[src/rtl/crgd_pkg.sv]
// Package for the column run-length glyph decoder.
// Holds frame constants, register indexes, configuration and command types.
// No dependencies.
`default_nettype none
package crgd_pkg;

	localparam int FRAME_WIDTH  = 320;
	localparam int FRAME_HEIGHT = 200;
	localparam int FRAME_SIZE   = FRAME_WIDTH * FRAME_HEIGHT;

	localparam int POS_W   = 17;
	localparam int ADDR_W  = 20;
	localparam int COLS_W  = 9;
	localparam int IDATA_W = 40;
	localparam int ODATA_W = 32;
	localparam int CFG_W   = 64;
	localparam int CIDX_W  = 2;
	localparam int QDEPTH  = 4;
	localparam int QPTR_W  = $clog2(QDEPTH);

	localparam logic [POS_W-1:0] ROW_STEP = POS_W'(FRAME_WIDTH);

	localparam logic       MODE_START   = 1'b0;
	localparam logic       MODE_DATA    = 1'b1;
	localparam logic [7:0] COL_END_BYTE = 8'h80;
	localparam logic [7:0] ZERO_BYTE    = 8'h00;

	typedef enum logic [CIDX_W-1:0] {
		CFG_PALETTE_LOW  = 2'd0,
		CFG_PALETTE_HIGH = 2'd1,
		CFG_ZERO_ADV     = 2'd2,
		CFG_FRAME_BASE   = 2'd3
	} cfg_idx_t;

	typedef struct packed {
		logic [63:0]       palette_low;
		logic [63:0]       palette_high;
		logic              zero_adv;
		logic [ADDR_W-1:0] frame_base;
	} cfg_t;

	typedef enum logic [2:0] {
		CMD_START,
		CMD_COL_END,
		CMD_MOVE,
		CMD_NOP,
		CMD_PAINT
	} cmd_kind_t;

	typedef struct packed {
		cmd_kind_t        kind;
		logic [POS_W-1:0] value;
		logic [3:0]       count;
		logic [3:0]       colour_idx;
		logic             done;
	} cmd_t;

endpackage
`default_nettype wire

[src/rtl/crgd_front.sv]
// Front end: accepts input beats, tracks columns left, classifies bytes into commands.
// Depends on crgd_pkg.
`default_nettype none
module crgd_front import crgd_pkg::*; (
	input  wire logic               clk,
	input  wire logic               arst_n,
	input  wire logic               s_tvalid,
	output logic                    s_tready,
	input  wire logic [IDATA_W-1:0] s_tdata,  // origin_x, origin_y, column_count, data_byte
	input  wire logic               s_tuser,  // mode
	input  wire cfg_t               cfg,
	input  wire logic               q_full,
	output logic                    q_push,
	output cmd_t                    q_cmd
);

	logic [COLS_W-1:0] cols_q;
	logic [COLS_W-1:0] cols_next;
	logic [8:0]        org_x;
	logic [7:0]        org_y;
	logic [8:0]        col_cnt;
	logic [7:0]        b;
	logic              accept;

	assign org_x   = s_tdata[8:0];
	assign org_y   = s_tdata[16:9];
	assign col_cnt = s_tdata[25:17];
	assign b       = s_tdata[33:26];

	assign s_tready = !q_full;
	assign accept   = s_tvalid && s_tready;

	always_comb begin
		q_cmd      = '0;
		q_cmd.kind = CMD_NOP;
		cols_next  = cols_q;
		q_push     = 1'b0;
		if (s_tuser == MODE_START) begin
			cols_next   = col_cnt;
			q_cmd.kind  = CMD_START;
			q_cmd.value = POS_W'(POS_W'(org_y) * ROW_STEP + POS_W'(org_x));
			q_push      = accept;
		end else if (cols_q != '0) begin
			q_push = accept;
			if (b == COL_END_BYTE) begin
				q_cmd.kind = CMD_COL_END;
				cols_next  = cols_q - COLS_W'(1);
			end else if (b[7]) begin
				q_cmd.kind  = CMD_MOVE;
				q_cmd.value = POS_W'({10'b0, b[6:0]} * ROW_STEP);
			end else if (b == ZERO_BYTE && cfg.zero_adv) begin
				q_cmd.kind  = CMD_MOVE;
				q_cmd.value = ROW_STEP;
			end else if (b[7:4] == 4'd0) begin
				q_cmd.kind = CMD_NOP;
			end else begin
				q_cmd.kind       = CMD_PAINT;
				q_cmd.count      = b[7:4];
				q_cmd.colour_idx = b[3:0];
			end
		end
		q_cmd.done = (cols_next == '0);
	end

	always_ff @(posedge clk or negedge arst_n) begin
		if (!arst_n) begin
			cols_q <= '0;
		end else if (accept) begin
			cols_q <= cols_next;
		end
	end

endmodule
`default_nettype wire

[src/rtl/crgd_fifo.sv]
// Short command queue between front and back ends.
// Depends on crgd_pkg.
`default_nettype none
module crgd_fifo import crgd_pkg::*; (
	input  wire logic clk,
	input  wire logic arst_n,
	input  wire logic push,
	input  wire cmd_t wdata,
	input  wire logic pop,
	output cmd_t      rdata,
	output logic      full,
	output logic      empty
);

	cmd_t              mem_q [QDEPTH];
	logic [QPTR_W-1:0] wr_ptr_q;
	logic [QPTR_W-1:0] rd_ptr_q;
	logic [QPTR_W:0]   cnt_q;

	assign full  = (cnt_q == (QPTR_W+1)'(QDEPTH));
	assign empty = (cnt_q == '0);
	assign rdata = mem_q[rd_ptr_q];

	always_ff @(posedge clk) begin
		if (push) begin
			mem_q[wr_ptr_q] <= wdata;
		end
	end

	always_ff @(posedge clk or negedge arst_n) begin
		if (!arst_n) begin
			wr_ptr_q <= '0;
			rd_ptr_q <= '0;
			cnt_q    <= '0;
		end else begin
			if (push) begin
				wr_ptr_q <= wr_ptr_q + QPTR_W'(1);
			end
			if (pop) begin
				rd_ptr_q <= rd_ptr_q + QPTR_W'(1);
			end
			if (push && !pop) begin
				cnt_q <= cnt_q + (QPTR_W+1)'(1);
			end else if (pop && !push) begin
				cnt_q <= cnt_q - (QPTR_W+1)'(1);
			end
		end
	end

	a_no_overflow: assert property (@(posedge clk) disable iff (!arst_n)
		full |-> !push) else $error("push into full queue");
	a_no_underflow: assert property (@(posedge clk) disable iff (!arst_n)
		empty |-> !pop) else $error("pop from empty queue");
	a_cnt_range: assert property (@(posedge clk) disable iff (!arst_n)
		cnt_q <= (QPTR_W+1)'(QDEPTH)) else $error("queue count out of range");

endmodule
`default_nettype wire

[src/rtl/crgd_back.sv]
// Back end: executes queued commands, walks rows and emits output beats.
// Depends on crgd_pkg.
`default_nettype none
module crgd_back import crgd_pkg::*; (
	input  wire logic               clk,
	input  wire logic               arst_n,
	input  wire cfg_t               cfg,
	input  wire cmd_t               q_cmd,
	input  wire logic               q_empty,
	output logic                    q_pop,
	output logic                    m_tvalid,
	input  wire logic               m_tready,
	output logic [ODATA_W-1:0]      m_tdata,  // write_address, pixel_colour, out_of_frame, glyph_done
	output logic                    m_tuser,  // write_valid
	output logic                    m_tlast   // last_of_run
);

	cmd_t              cur_q;
	logic              cur_valid_q;
	logic [POS_W-1:0]  col_org_q;
	logic [POS_W-1:0]  row_q;

	logic              out_valid_q;
	logic              out_wv_q;
	logic [ADDR_W-1:0] out_addr_q;
	logic [7:0]        out_colour_q;
	logic              out_oof_q;
	logic              out_last_q;
	logic              out_done_q;

	logic              can_load;
	logic              emit;
	logic              e_wv;
	logic              e_last;
	logic              finish;
	logic [POS_W-1:0]  row_next;
	logic [POS_W-1:0]  org_next;
	logic [127:0]      palette;
	logic [7:0]        colour;

	assign can_load = !out_valid_q || m_tready;
	assign q_pop    = !cur_valid_q && !q_empty;
	assign palette  = {cfg.palette_high, cfg.palette_low};
	assign colour   = palette[{cur_q.colour_idx, 3'b000} +: 8];

	always_comb begin
		emit     = 1'b0;
		e_wv     = 1'b0;
		e_last   = 1'b1;
		finish   = 1'b0;
		row_next = row_q;
		org_next = col_org_q;
		if (cur_valid_q) begin
			case (cur_q.kind)
				CMD_START: begin
					finish   = 1'b1;
					org_next = cur_q.value;
					row_next = cur_q.value;
				end
				CMD_COL_END: begin
					emit     = can_load;
					finish   = can_load;
					if (can_load) begin
						org_next = col_org_q + POS_W'(1);
						row_next = col_org_q + POS_W'(1);
					end
				end
				CMD_MOVE: begin
					emit   = can_load;
					finish = can_load;
					if (can_load) begin
						row_next = row_q + cur_q.value;
					end
				end
				CMD_PAINT: begin
					emit   = can_load;
					e_wv   = 1'b1;
					e_last = (cur_q.count == 4'd1);
					finish = can_load && e_last;
					if (can_load) begin
						row_next = row_q + ROW_STEP;
					end
				end
				default: begin
					emit   = can_load;
					finish = can_load;
				end
			endcase
		end
	end

	always_ff @(posedge clk or negedge arst_n) begin
		if (!arst_n) begin
			cur_valid_q <= 1'b0;
			col_org_q   <= '0;
			row_q       <= '0;
			out_valid_q <= 1'b0;
		end else begin
			col_org_q <= org_next;
			row_q     <= row_next;
			if (q_pop) begin
				cur_valid_q <= 1'b1;
			end else if (finish) begin
				cur_valid_q <= 1'b0;
			end
			if (can_load) begin
				out_valid_q <= emit;
			end
		end
	end

	always_ff @(posedge clk) begin
		if (q_pop) begin
			cur_q <= q_cmd;
		end else if (emit && cur_q.kind == CMD_PAINT) begin
			cur_q.count <= cur_q.count - 4'd1;
		end
		if (emit) begin
			out_wv_q     <= e_wv;
			out_last_q   <= e_last;
			out_done_q   <= cur_q.done;
			out_addr_q   <= e_wv ? cfg.frame_base + ADDR_W'(row_q) : '0;
			out_colour_q <= e_wv ? colour : 8'd0;
			out_oof_q    <= e_wv && (32'(row_q) >= FRAME_SIZE);
		end
	end

	assign m_tvalid = out_valid_q;
	assign m_tuser  = out_wv_q;
	assign m_tlast  = out_last_q;
	assign m_tdata  = {2'b00, out_done_q, out_oof_q, out_colour_q, out_addr_q};

	a_nowrite_is_last: assert property (@(posedge clk) disable iff (!arst_n)
		out_valid_q && !out_wv_q |-> out_last_q) else $error("non-write beat not last");
	a_paint_count: assert property (@(posedge clk) disable iff (!arst_n)
		cur_valid_q && cur_q.kind == CMD_PAINT |-> cur_q.count != 4'd0)
		else $error("paint command with zero count");
	a_no_pop_busy: assert property (@(posedge clk) disable iff (!arst_n)
		cur_valid_q |-> !q_pop) else $error("pop while command busy");

endmodule
`default_nettype wire

[src/rtl/column_rle_glyph_decoder.sv]
// Column run-length glyph decoder, top level.
// Holds configuration registers; joins crgd_front, crgd_fifo and crgd_back.
// Depends on crgd_pkg.
//
// Input beats (s_tvalid/s_tready/s_tdata/s_tuser): s_tuser 0 starts a glyph with
// origin and column count, s_tuser 1 carries one encoded byte. Output beats
// (m_tvalid/m_tready/m_tdata/m_tuser/m_tlast): m_tuser marks a pixel write,
// m_tlast marks the last beat caused by one input beat.
// A start beat and a data beat with no columns left give no output beat. A colour
// byte gives one beat per written row; every other data byte gives one beat.
// The front end accepts a beat per cycle while the queue is not full, into a
// four-entry command queue. The back end takes one command at a time and pops the
// next only when the current one is done, then emits one beat per cycle while the
// receiver is ready. Output passes the queue, command register and output register.
// A stalled receiver holds the output register; the back end then stops, the
// queue fills and s_tready drops when it is full.
// Reset clears configuration, glyph state, queue and output valid; the block is
// ready when reset is released. Write configuration only while idle.
`default_nettype none
module column_rle_glyph_decoder import crgd_pkg::*; (
	input  wire logic               clk,
	input  wire logic               arst_n,
	input  wire logic               s_tvalid,
	output logic                    s_tready,
	input  wire logic [IDATA_W-1:0] s_tdata,  // origin_x, origin_y, column_count, data_byte
	input  wire logic               s_tuser,  // mode
	output logic                    m_tvalid,
	input  wire logic               m_tready,
	output logic [ODATA_W-1:0]      m_tdata,  // write_address, pixel_colour, out_of_frame, glyph_done
	output logic                    m_tuser,  // write_valid
	output logic                    m_tlast,  // last_of_run
	input  wire logic               cfg_wen,
	input  wire logic [CIDX_W-1:0]  cfg_index,
	input  wire logic [CFG_W-1:0]   cfg_wdata
);

	cfg_t cfg_q;
	cmd_t push_cmd;
	cmd_t pop_cmd;
	logic q_push;
	logic q_pop;
	logic q_full;
	logic q_empty;

	always_ff @(posedge clk or negedge arst_n) begin
		if (!arst_n) begin
			cfg_q <= '0;
		end else if (cfg_wen) begin
			case (cfg_idx_t'(cfg_index))
				CFG_PALETTE_LOW:  cfg_q.palette_low  <= cfg_wdata;
				CFG_PALETTE_HIGH: cfg_q.palette_high <= cfg_wdata;
				CFG_ZERO_ADV:     cfg_q.zero_adv     <= cfg_wdata[0];
				CFG_FRAME_BASE:   cfg_q.frame_base   <= cfg_wdata[ADDR_W-1:0];
				default: ;
			endcase
		end
	end

	crgd_front u_front (
		.clk      (clk),
		.arst_n   (arst_n),
		.s_tvalid (s_tvalid),
		.s_tready (s_tready),
		.s_tdata  (s_tdata),
		.s_tuser  (s_tuser),
		.cfg      (cfg_q),
		.q_full   (q_full),
		.q_push   (q_push),
		.q_cmd    (push_cmd)
	);

	crgd_fifo u_fifo (
		.clk    (clk),
		.arst_n (arst_n),
		.push   (q_push),
		.wdata  (push_cmd),
		.pop    (q_pop),
		.rdata  (pop_cmd),
		.full   (q_full),
		.empty  (q_empty)
	);

	crgd_back u_back (
		.clk      (clk),
		.arst_n   (arst_n),
		.cfg      (cfg_q),
		.q_cmd    (pop_cmd),
		.q_empty  (q_empty),
		.q_pop    (q_pop),
		.m_tvalid (m_tvalid),
		.m_tready (m_tready),
		.m_tdata  (m_tdata),
		.m_tuser  (m_tuser),
		.m_tlast  (m_tlast)
	);

endmodule
`default_nettype wire
[config.mk]
export PLATFORM = sky130hd
export DESIGN_NAME = column_rle_glyph_decoder
export DESIGN_NICKNAME = d
export VERILOG_FILES = /design/src/rtl/crgd_pkg.sv /design/src/rtl/crgd_front.sv /design/src/rtl/crgd_fifo.sv /design/src/rtl/crgd_back.sv /design/src/rtl/column_rle_glyph_decoder.sv
export SDC_FILE = /design/constraint.sdc
export NUM_CORES = 1
export LEC_CHECK = 0
export BUFFER_PORTS_ARGS = -buffer_cell sky130_fd_sc_hd__buf_2
export CAP_MARGIN = 20
export CORE_AREA = 2 2 173 175
export DETAILED_ROUTE_END_ITERATION = 10
export DIE_AREA = 0 0 175 177
export MAX_ROUTING_LAYER = met4
export PLACE_DENSITY = 0.87
export SLEW_MARGIN = 10
export SYNTH_ARGS = -nofsm -noshare
export SYNTH_HDL_FRONTEND = slang
export SYNTH_SLANG_ARGS = --single-unit
export TNS_END_PERCENT = 30
[constraint.sdc]
create_clock -name clk -period 5.3 [get_ports clk]
set_clock_uncertainty 0.15 [all_clocks]
set_input_delay 1.06 -clock clk [delete_from_list [all_inputs] [get_ports clk]]
set_output_delay 1.06 -clock clk [all_outputs]
set_load 0.05 [all_outputs]
==> flow_metrics.tcl, run 1 <==
set metrics [dict create \
    start_util_pct 63.5 \
    synth_cell_types 60 \
    fin_nets 1727 \
    clock.fmax_mhz 268 \
    ir_drop_mv 0.293 \
    port_buffers 139 \
    drv_slew 0 \
    synth_top_cell_area_share_pct 28.0 \
    grt_pass1_wl_mm 68.7 \
    clk_pin_slew_worst_paths_ns 0.06 \
    finish.instance_area_um2 20900 \
    min_to "u_back.out_done_q$_DFFE_PP_" \
    cellPowerDensity_nw_per_um2 589 \
    leakage_nw 8.44 \
    cts_setup_buffers 0 \
    grt_pass1_vias 12514 \
    drc_errors 0 \
    io-pin-count 148 \
    cap_violations 0 \
    first_pass_iters 5 \
    yosys.area.top_type "edfxtp_1" \
    post_drt_wl_per_cell_um 22.0 \
    synth_seq_area_share_pct 55.1 \
    core_area_um2 29200 \
    tritoncts "yes" \
    die_w_um 175 \
    grt_max_degree 116 \
    setup_tns_ns 0 \
    crit_path_start "s_tdata[26]" \
    synth_edf_count 173 \
    arrival_ns 3.85 \
    rsz0062_at_grt "false" \
    regArea_um2 10200 \
    cts_buffer_depth 3 \
    synthTopCellsByArea "edfxtp_1, dfrtp_1, mux2_2, mux4_2, ha_1" \
    finalCritPeriodShare_pct 70.4 \
    drive_gt1_share_pct 28.2 \
    cts_buffers 38 \
    worstHoldPathCells 0 \
    clkSinkCount 374 \
    ys_ff_latch 374 \
    r2r-end "u_back.row_q[16]$_DFFE_PN0P_" \
    root_buffer "clkbuf_16" \
    hold_path_startpoint "u_back.cur_q[0]$_DFFE_PP_" \
    synth_area_um2 18600 \
    synthCells 1411 \
    r2r_slack_ns 1.99 \
    ys_warn_count 0 \
    cp-end-kind "register" \
    viasPerCell 6.34 \
    syn_to_final_growth_pct 12.5 \
    dp_hpwl_mm 28.3 \
    routed_wl_mm 43.3 \
    finalSetupViolCount 0 \
    groute.usage.overall_pct 29.5 \
    hold_violations 0 \
    place.gp.congestion 0.938 \
    syn_avg_cell_area_um2 13.2 \
    rows 63 \
    status "completed" \
    worst_ep_required_time_ns 5.42 \
    n_fill_cell 1829 \
    dr_total_vias 12447 \
    cts_resized 0 \
    die_h_um 177 \
    die_area_um2 31000 \
    maxSlewHeadroom_pct 26.5 \
    htreeDepth 2 \
    drtIter0Drc 1039 \
    synthArstFlopShare_pct 53.7 \
    worst_pin_slew_ns 1.09 \
    r2r_start "u_back.cur_q[9]$_DFFE_PP_" \
    start_kind "primary input" \
    grt_overflow 0 \
    clock_latency_ns 0.53 \
    multi_input_area_um2 7910 \
    fin_crit_ns 3.73 \
    ys.flop_type "dfrtp_1" \
    postCtsHoldBufs 0 \
    crit_fanout 10 \
    hold_path.class "register to register" \
    path_class "primary input to register" \
    r2r_cells 10 \
    place_area_um2 19600 \
    final_antenna_net_count 0 \
    antenna_found_initial 4 \
]
==> synthesized netlist by cell type, drive strengths merged (5+ instances only) <==
master	instances
nor4	5
ha	69
a211oi	10
o21ai	64
dfrtp	201
nand3	26
o211ai	5
xor2	36
nor2	102
a21oi	61
a22oi	7
a21o	17
nand4	6
a31oi	13
and3	10
edfxtp	173
nand2	76
clkbuf	52
o21bai	5
fa	6
mux2	154
inv	46
xnor2	40
buf	15
or4	6
and2	20
nor3	17
o22ai	18
nor2b	15
o21a	7
mux4	68
nand2b	11
==> cell families after synthesis <==
group	share of synthesized area [%]
AOI/OAI and AO/OA	8.07
DFF	55.1
other	0.0202
and+or+nand+nor	7.82
buffers and inverters	2.46
adders and majority gates	5.30
xor gates and xnor gates	3.58
muxes	17.7
==> layer usage <==
layer	share of wire, %	up-vias	track usage, %
li1	-	5533	-
met1	39	6246	37.6
met2	50	549	49.1
met3	6.2	119	3.89
met4	3.8	0	10.8
met5	0	-	-
==> placed cells by master (no fill, tap or decap), types with 7 or more instances in the layout <==
| master | instances |
|---|---|
| o22ai_1 | 18 |
| mux2_2 | 154 |
| nand2_1 | 76 |
| dfrtp_1 | 200 |
| nor2b_1 | 15 |
| and3_1 | 10 |
| a21o_1 | 17 |
| xor2_1 | 36 |
| a31oi_1 | 13 |
| and2_1 | 20 |
| inv_1 | 46 |
| nor3_1 | 17 |
| buf_4 | 11 |
| nand3_1 | 25 |
| clkbuf_1 | 12 |
| xnor2_1 | 40 |
| o21a_1 | 7 |
| a21oi_1 | 61 |
| buf_2 | 139 |
| nor2_1 | 101 |
| o21ai_0 | 63 |
| nand2b_1 | 11 |
| a22oi_1 | 7 |
| mux4_2 | 68 |
| clkbuf_16 | 39 |
| a211oi_1 | 10 |
| edfxtp_1 | 173 |
| ha_1 | 69 |
==> how the worst max path moves through the flow <==
stage | slack, ns | end | cells after the start
floorplan | 1.81 | u_fifo.mem_q[0][24]$_DFFE_PP_ | 11
global placement | 1.27 | u_fifo.mem_q[0][0]$_DFFE_PP_ | 9
detailed placement | 1.09 | u_fifo.mem_q[0][0]$_DFFE_PP_ | 9
CTS | 1.64 | u_fifo.mem_q[1][0]$_DFFE_PP_ | 9
global route | 1.32 | u_fifo.mem_q[2][0]$_DFFE_PP_ | 9
finish | 1.57 | u_fifo.mem_q[1][0]$_DFFE_PP_ | 9
==> worst max-delay path, cell delays in order <==
cell and delay, ns:
buf_2 0.12, nor4_1 0.65, nand3_1 0.23, nor2b_1 0.60, nand2_1 0.21, or4_1 0.45, a31oi_1 0.24, nor4_1 0.08
and3_1 0.21
==> state kept, by name, summed over array words and instances, names as in the netlist, 3 cells and up <==
name and cells:
u_front.cols_q 9, cfg_q 149, u_fifo.mem_q 112, u_fifo.cnt_q 3, u_back.col_org_q 17, u_back.row_q 17
u_back.out_colour_q 8, u_back.out_addr_q 20, u_back.cur_q 29
==> per-stage QoR <==
| stage | hold slack (ns) | utilization [%] | worst slack (ns) | power (mW) | cells |
|---|---|---|---|---|---|
| final | 0.278 | 71.4 | 1.57 | 12.3 | 1963 |
| after global routing | 0.292 | 71.4 | 1.32 | 13.0 | 1963 |
| after detailed placement | 0.263 | 67.0 | 1.09 | 9.54 | 1887 |
| after floorplan | 0.250 | - | 1.81 | 8.32 | 1412 |
| after CTS | 0.277 | 71.2 | 1.64 | 12.2 | 1956 |
| after global placement | 0.255 | 67.0 | 1.27 | 9.31 | 1886 |
==> power by group <==
group | internal, mW | switching, mW | leakage [nW] | total [mW]
Combinational | 2.13 | 2.83 | 3.83 | 4.95
Sequential | 4.03 | 0.725 | 4.03 | 4.75
Clock | 1.49 | 1.11 | 0.582 | 2.61
Total | 7.65 | 4.66 | 8.44 | 12.3
==> cell type report <==
class / instances / share of cell area (%)
sequential: 374 / 49.0
multi-input combinational: 925 / 37.8
clock buffer: 53 / 5.02
timing repair buffer: 155 / 4.19
tap: 390 / 2.34
inverter: 46 / 0.827
clock inverter: 16 / 0.779
antenna: 4 / 0.0479
Power figures use the tool's default switching activity.
==> run 2: changes to the inputs <==
CORE_AREA = 2 2 178 180   (was 2 2 173 175)
DIE_AREA = 0 0 180 182   (was 0 0 175 177)
PLACE_DENSITY = 0.83   (was 0.87)
clock period = 3.9 ns   (was 5.3 ns; I/O delays follow)
==> flow_metrics.tcl, run 2 (synthesis results as in run 1) <==
set metrics [dict create \
    finalSetupViolCount 0 \
    grt_max_degree 77 \
    hold_violations 0 \
    setup_tns_ns 0 \
    clock_latency_ns 0.54 \
    ir_drop_mv 0.397 \
    reg_top3 "cfg_q x149, u_fifo.mem_q x112, u_back.cur_q x29" \
    dp_hpwl_mm 27.6 \
    largest_register_ffs 149 \
    crit_buf_inv 0 \
    dp_slack_ns 0.276 \
    cap_violations 0 \
    rsz0062_at_grt "false" \
    postCtsHoldBufs 0 \
    drv_slew 0 \
    fin_nets 1734 \
    final_cell_mix "dfrtp_1, edfxtp_1, mux2_2" \
    hold_path.class "primary input to async pin" \
    start_kind "register" \
    cts_resized 0 \
    io-pin-count 148 \
    fin_util_pct 67.7 \
    core_area_um2 31000 \
    clkSinkCount 374 \
    cts_setup_buffers 0 \
    grt_pass1_vias 12320 \
    slowest_stage "a2111oi_0" \
    n_fill_cell 2084 \
    cts_buffers 38 \
    grt_pass1_wl_mm 65.7 \
    rows 65 \
    multi_input_area_um2 7910 \
    syn_to_final_growth_pct 12.9 \
    die_w_um 180 \
    place.gp.congestion 0.892 \
    start_util_pct 59.9 \
    routed_wl_mm 40.5 \
    viasPerCell 6.04 \
    root_buffer "clkbuf_16" \
    crit_fanout 5 \
    crit_chain "ha_1 > a211oi_1 > o21ai_0 > a2111oi_0 > o31a_1 > nor2_1 > a22o_1 > a21oi_1 > o22ai_1" \
    leakage_nw 8.49 \
    grt_overflow 0 \
    dp_cells 1909 \
    worst_pin_slew_ns 1.08 \
    drtIter0Drc 1016 \
    max_stage_delay_ns 0.72 \
    htreeDepth 2 \
    r2r-end "u_back.row_q[13]$_DFFE_PN0P_" \
    drc_errors 0 \
    r2r_cells 9 \
    place_area_um2 19700 \
    maxSlewHeadroom_pct 28.1 \
    r2r_start "u_back.cur_q[10]$_DFFE_PP_" \
    worst_ep_required_time_ns 4.11 \
    dr_total_vias 11956 \
    groute.usage.overall_pct 26.1 \
    post_drt_wl_per_cell_um 20.5 \
    regArea_um2 10200 \
    status "completed" \
    r2r_slack_ns 0.59 \
    first_pass_iters 5 \
    cts_buffer_depth 3 \
    fin_crit_ns 3.31 \
    cellPowerDensity_nw_per_um2 795 \
    clock.fmax_mhz 302 \
    fin_ws_ns 0.590 \
    tritoncts "yes" \
    stdcell_count 1980 \
    cp-end-kind "register" \
    finish.instance_area_um2 21000 \
    arrival_ns 3.52 \
    finalCritPeriodShare_pct 84.9 \
    port_buffers 139 \
    crit_family "compound AO/OA/AOI/OAI gates" \
    die_area_um2 32800 \
    path_class "register to register" \
    clk_pin_slew_worst_paths_ns 0.06 \
    final_common_cell "dfrtp_1" \
    final_antenna_net_count 0 \
    antenna_found_initial 5 \
    die_h_um 182 \
    drive_gt1_share_pct 28.5 \
    top_register "cfg_q" \
]
## run 2: power by group
| part | leakage (nW) | total (mW) | internal [mW] | switching [mW] |
|---|---|---|---|---|
| Clock | 0.608 | 3.67 | 2.17 | 1.50 |
| Sequential | 4.03 | 6.45 | 5.47 | 0.973 |
| Combinational | 3.86 | 6.57 | 2.88 | 3.69 |
## run 2: area by class of cell
type                       count  share of cell area (%)
sequential                   374                    48.8
multi-input combinational    925                    37.7
clock buffer                  54                    5.06
timing repair buffer         162                    4.30
tap                          402                    2.40
clock inverter                12                   0.889
inverter                      46                   0.823
antenna                        5                  0.0597
## run 2: per-stage QoR
stage	hold WS (ns)	power, mW
finish	0.0765	16.7
global route	0.117	17.7
CTS	0.0845	16.7
detailed placement	0.272	13.0
global placement	0.260	12.7
floorplan	0.250	11.3
## run 2: worst max path at each step
stage / from / endpoint / slack, ns / cells past startpoint
floorplan: s_tdata[10] / u_fifo.mem_q[0][24]$_DFFE_PP_ / 0.69 / 11
global placement: s_tdata[10] / u_fifo.mem_q[0][24]$_DFFE_PP_ / 0.41 / 12
detailed placement: s_tdata[10] / u_fifo.mem_q[3][24]$_DFFE_PP_ / 0.28 / 12
CTS: u_front.cols_q[2]$_DFFE_PN0P_ / u_fifo.cnt_q[1]$_DFFE_PN0P_ / 0.65 / 8
global route: u_back.row_q[0]$_DFFE_PN0P_ / u_back.out_addr_q[18]$_SDFFCE_PN0P_ / 0.43 / 11
finish: u_back.cur_q[10]$_DFFE_PP_ / u_back.row_q[13]$_DFFE_PN0P_ / 0.59 / 9
## run 2: routing by layer
metal	vias to the layer above	track usage, %	wire (um)
li1	5532	-	-
met1	5905	33.8	16700
met2	429	41.9	20100
met3	90	4.11	2390
met4	0	10.0	1400
met5	-	-	0
## run 2: worst register-to-register path: stages, from the launching register on
cell and delay [ns]:
edfxtp_1 0.49, ha_1 0.34, a211oi_1 0.30, o21ai_0 0.18, a2111oi_0 0.72, o31a_1 0.35, nor2_1 0.09, a22o_1 0.23
a21oi_1 0.18, o22ai_1 0.10
